==> src/brq_pkg.sv <==
// Shared types, codes and sizing for the backoff retry queue.
// No dependencies; the files that use it refer to it by scoped names.
`default_nettype none
package brq_pkg;

  localparam int QUEUE_DEPTH = 64;
  localparam int SHIFT_CAP   = 20;

  localparam int IDX_W   = $clog2(QUEUE_DEPTH);
  localparam int CNT_W   = $clog2(QUEUE_DEPTH + 1);
  localparam int SH_W    = $clog2(SHIFT_CAP + 1);
  localparam int WIDE_W  = 32 + SHIFT_CAP;
  localparam int DUE_W   = 41;
  localparam int ENTRY_W = 16 + 8 + DUE_W;

  // input modes
  localparam logic [1:0] MODE_ENQUEUE = 2'd0;
  localparam logic [1:0] MODE_POP     = 2'd1;
  localparam logic [1:0] MODE_REQUEUE = 2'd2;

  // result status codes
  localparam logic [2:0] ST_QUEUED   = 3'd0;
  localparam logic [2:0] ST_DISABLED = 3'd1;
  localparam logic [2:0] ST_GAVE_UP  = 3'd2;
  localparam logic [2:0] ST_NOTHING  = 3'd3;
  localparam logic [2:0] ST_POPPED   = 3'd4;

  // configuration register indexes
  localparam logic [2:0] CFG_BASE_DELAY  = 3'd0;
  localparam logic [2:0] CFG_MAX_DELAY   = 3'd1;
  localparam logic [2:0] CFG_MAX_ATTEMPT = 3'd2;
  localparam logic [2:0] CFG_MAX_ENTRIES = 3'd3;
  localparam logic [2:0] CFG_JITTER      = 3'd4;

  typedef struct packed {
    logic       load;    // capture an accepted beat
    logic       commit;  // finish the item and fill the output register
    logic       push;
    logic       pop;
    logic       drop;
    logic [2:0] status;
  } brq_cmd_t;

  typedef struct packed {
    logic [1:0] mode;
    logic       retry_off;
    logic       limit_hit;
    logic       nonempty;
    logic       head_due;
    logic       full;
  } brq_sts_t;

endpackage
`default_nettype wire

==> src/brq_ctrl.sv <==
// Controller for the retry queue: two-state sequencer and outcome decision.
// Depends on brq_pkg for the command/status structs and codes.
`default_nettype none
module brq_ctrl (
  input  wire logic              clk,
  input  wire logic              rst,
  input  wire logic              in_valid,
  output logic                   in_ready,
  output logic                   out_valid,
  input  wire logic              out_ready,
  input  wire brq_pkg::brq_sts_t sts,
  output brq_pkg::brq_cmd_t      cmd
);

  localparam logic S_IDLE = 1'b0;
  localparam logic S_EXEC = 1'b1;

  logic state;
  logic state_next;
  logic out_valid_next;
  logic can_finish;

  assign in_ready   = (state == S_IDLE);
  assign can_finish = (state == S_EXEC) && (!out_valid || out_ready);

  always_comb begin
    cmd        = '0;
    cmd.status = brq_pkg::ST_NOTHING;
    cmd.load   = in_valid && in_ready;
    cmd.commit = can_finish;
    unique case (sts.mode)
      brq_pkg::MODE_ENQUEUE: begin
        if (sts.retry_off) begin
          cmd.status = brq_pkg::ST_DISABLED;
        end else begin
          cmd.status = brq_pkg::ST_QUEUED;
          cmd.push   = can_finish;
          cmd.drop   = can_finish && sts.full;
        end
      end
      brq_pkg::MODE_POP: begin
        if (sts.nonempty && sts.head_due) begin
          cmd.status = brq_pkg::ST_POPPED;
          cmd.pop    = can_finish;
        end
      end
      brq_pkg::MODE_REQUEUE: begin
        if (sts.retry_off) begin
          cmd.status = brq_pkg::ST_DISABLED;
        end else if (sts.limit_hit) begin
          cmd.status = brq_pkg::ST_GAVE_UP;
        end else begin
          cmd.status = brq_pkg::ST_QUEUED;
          cmd.push   = can_finish;
          cmd.drop   = can_finish && sts.full;
        end
      end
      default: begin
        cmd.status = brq_pkg::ST_NOTHING;
      end
    endcase
  end

  always_comb begin
    state_next     = state;
    out_valid_next = out_valid;
    if (out_valid && out_ready) out_valid_next = 1'b0;
    unique case (state)
      S_IDLE: begin
        if (in_valid) state_next = S_EXEC;
      end
      S_EXEC: begin
        if (can_finish) begin
          state_next     = S_IDLE;
          out_valid_next = 1'b1;
        end
      end
      default: state_next = S_IDLE;
    endcase
  end

  always_ff @(posedge clk) begin
    if (rst) begin
      state     <= S_IDLE;
      out_valid <= 1'b0;
    end else begin
      state     <= state_next;
      out_valid <= out_valid_next;
    end
  end

endmodule
`default_nettype wire

==> config.mk <==
export PLATFORM = sky130hd
export DESIGN_NAME = brq_ctrl
export DESIGN_NICKNAME = d
export VERILOG_FILES = /design/src/brq_pkg.sv /design/src/brq_ctrl.sv
export SDC_FILE = /design/constraint.sdc
export NUM_CORES = 1
export LEC_CHECK = 0
export BUFFER_PORTS_ARGS = -buffer_cell sky130_fd_sc_hd__buf_2
export CORE_AREA = 2 2 39 41
export DETAILED_ROUTE_END_ITERATION = 16
export DIE_AREA = 0 0 41 43
export HOLD_SLACK_MARGIN = 0.12
export MAX_ROUTING_LAYER = met4
export SLEW_MARGIN = 40
export SYNTH_ARGS = -nofsm -noshare
export SYNTH_HDL_FRONTEND = slang
export SYNTH_SLANG_ARGS = --single-unit
==> constraint.sdc <==
create_clock -name clk -period 1 [get_ports clk]
set_clock_uncertainty 0.1 [all_clocks]
set_input_delay 0.15 -clock clk [delete_from_list [all_inputs] [get_ports clk]]
set_output_delay 0.15 -clock clk [all_outputs]
set_load 0.005 [all_outputs]
==> impl_metrics.csv <==
group,metric,value,unit
final_layout,antennaDiodeCount,0,
synth,avgSynthCellArea,7.91,um^2
min_path,min-delay-start,"out_ready",
global_route,grt_pass1_vias,220,
min_path,hold_path_end,"out_valid$_SDFF_PP0_",
synth,synthCells,22,
synth,synth.area.top_cells,"dfxtp_1, nor3b_4, a21oi_1",
setup_path,cp-end-kind,"primary output",
power_and_ir_drop,clock_power_share,43.5,%
outcome,violations,"setup timing",
global_route,gr-total-overflow,0,
setup_path,crit_family,"flip-flops",
power_and_ir_drop,switching_share,23.8,%
place,gp_congestion,0.506,
drt,antenna_left,0,
power_and_ir_drop,cell_internal_pwr,0.300,mW
sta,setup_slack,-0.265,ns
clock_tree,clk_path_buf_depth,2,
setup_path,criticalPathCategory,"reg -> out",
power_and_ir_drop,comb_power_share,32.7,%
final_layout,final_common_cell,"buf_2",
power_and_ir_drop,finalPower,0.394,mW
setup_path,arrival,1.02,ns
drt,routed_wl,511,um
synth,ys_seq_area_share,23.0,%
die,ios,21,
synth,synth_top_cell_by_area,"dfxtp_1",
final_layout,fin_nets,61,
setup_path,worstPathMaxFanout,4,
synth,mappedNetlistNets,33,
die,dieWidth,41,um
global_route,grt_pass1_wl,752,um
setup_path,crit_path_max_incr_delay,0.34,ns
drt,firstDrtPassIters,2,
clock_tree,cts.reportedPaths.clkPinSlew,0.03,ns
synth,yosysTopAreaCellShare,23.0,%
synth,synth_warnings,0,
drt,initialDrtViolationCount,1,
synth,netlist_area,174,um^2
setup_path,r2r-start,"out_valid$_SDFF_PP0_",
power_and_ir_drop,vdd_drop_max,0.201,mV
power_and_ir_drop,powerDensity,1010,nW/um^2
min_path,whs_path_depth,3,
sta,worst_pin_slew,0.186,ns
clock_tree,clkLatencyLatePin,0.22,ns
global_route,grt.total_usage,6.77,%
synth,ys_ff_latch,2,
outcome,status,"finished with violations",
clock_tree,cts-hold-fix-buffers,2,
global_route,antenna_found_initial,0,
place,placed_cell_area,303,um^2
setup_path,r2r_slack,0.03,ns
die,fp.dieH,43,um
die,initial_core_util,12.6,%
setup_path,worstReg2RegEnd,"state$_SDFF_PP0_",
setup_path,critPathLaunchType,"register",
place,io_buffers,20,
sta,slew_violations,0,
sta,period_needed,1.27,ns
clock_tree,cts_tree,"done",
final_layout,area_delta_synth_final,125,%
setup_path,r2r_cells,4,
power_and_ir_drop,leakage,0.212,nW
sta,setup_violations,6,
power_and_ir_drop,p_seq_share,23.8,%
setup_path,required,0.75,ns
clock_tree,htreeDepth,1,
clock_tree,cts_buffers,3,
sta,rsz0062_at_grt,"yes",
clock_tree,post-cts-setup-buffers,0,
sta,tns,-1.13,ns
clock_tree,clock-sinks,2,
final_layout,stdcell_area,392,um^2
die,core,1380,um^2
synth,yosys.cell_types.count,15,
drt,vias_per_cell,3.64,
place,dp_cells,59,
die,die_area,1760,um^2
global_route,grt_max_degree,5,
die,rows,14,
power_and_ir_drop,p_switching,0.0937,mW
final_layout,layout-drive-gt1-share,70.8,%
drt,wl_per_cell,7.98,um
clock_tree,root_buffer,"clkbuf_4",
drt,drc,0,
setup_path,crit_slowest_cell,"dfxtp_2",
min_path,worstHoldPathType,"in -> reg",
sta,fmax,790,MHz
setup_path,crit_path_cell_trace,"nand2b_4, and2_4, and3_1, buf_2",
drt,vias,233,
setup_path,crit_buf_inv,1,
run,max_cap_violations,0,
final_layout,final_cell_mix,"buf_2, buf_6, nor2_1, a21oi_1, clkbuf_4",
sta,fin_crit_sh,127,%
final_layout,finalNonFillerCells,64,
sta,max-slew-margin-rel,87.6,%
place,pre_cts_slack,-0.0807,ns
sta,final-hold-violation-count,0,
==> area by class of cell <==
class	instances	area (um^2)
clock buffer	3	22.5
fill	167	992
inverter	2	10.0
multi-input combinational	17	126
sequential	2	42.5
tap	16	20.0
timing repair buffer	24	170
==> power groups by stage <==
stage	clock network [mW]	registers [mW]	logic, mW
after floorplan	0	0.0942	0.0452
after global placement	0	0.0923	0.100
after detailed placement	0	0.0926	0.101
after CTS	0.181	0.0923	0.114
after global routing	0.190	0.0949	0.143
final	0.171	0.0938	0.129
==> worst max path at each step <==
stage,from,to,slack [ns],cells after the start
finish,out_valid$_SDFF_PP0_,cmd[5],-0.27,4
detailed placement,out_valid$_SDFF_PP0_,cmd[3],-0.08,4
CTS,out_valid$_SDFF_PP0_,cmd[5],-0.27,4
floorplan,out_valid$_SDFF_PP0_,cmd[3],0.02,3
global route,out_valid$_SDFF_PP0_,cmd[3],-0.32,4
global placement,out_valid$_SDFF_PP0_,cmd[3],-0.07,4
==> stage by stage <==
step	hold WS [ns]	utilization, %
4_1_cts	0.109	26.1
5_1_grt	0.119	28.3
6_report	0.114	28.3
3_5_place_dp	0.239	21.9
2_1_floorplan	0.112	-
3_3_place_gp	0.236	21.9
==> repair_timing <==
| action | 4_1_cts | 5_1_grt |
|---|---|---|
| resized for setup | 5 | 6 |
| endpoints found under the setup margin | 6 | 8 |
| pin swaps | 2 | 1 |
| endpoints found under the hold margin | 2 | 1 |
==> cells in the mapped netlist <==
library cell / count
and3_1: 1
dfxtp_1: 2
nand2b_4: 1
nand2_1: 1
and2_1: 1
and2_4: 1
nor3b_4: 1
nand2_2: 1
and4_1: 1
a21oi_1: 3
buf_4: 1
inv_1: 2
nor2b_1: 1
nor2_1: 4
nor3_2: 1
==> worst min-delay path, stage by stage <==
cell and delay (ns):
buf_2 0.07, nand2b_4 0.10, a21oi_1 0.06
==> kinds of logic after synthesis <==
group / after synthesis / share of synthesized area [%]
simple gates: 14 / 59.7
flops: 2 / 23.0
compound gates: 3 / 8.63
buf+inv: 3 / 8.64
==> flip-flops by register name, indices dropped and copies added (netlist names) <==
register,flops
out_valid,1
state,1
==> layer usage <==
layer	global-route usage (%)	up-vias	share of wire, %
met1	4.14	100	27
met3	1.57	0	8.0
met2	12.8	9	65
li1	-	124	-
met5	-	-	0
met4	6.00	0	0
No activity file was read; power rests on OpenSTA's default activity.
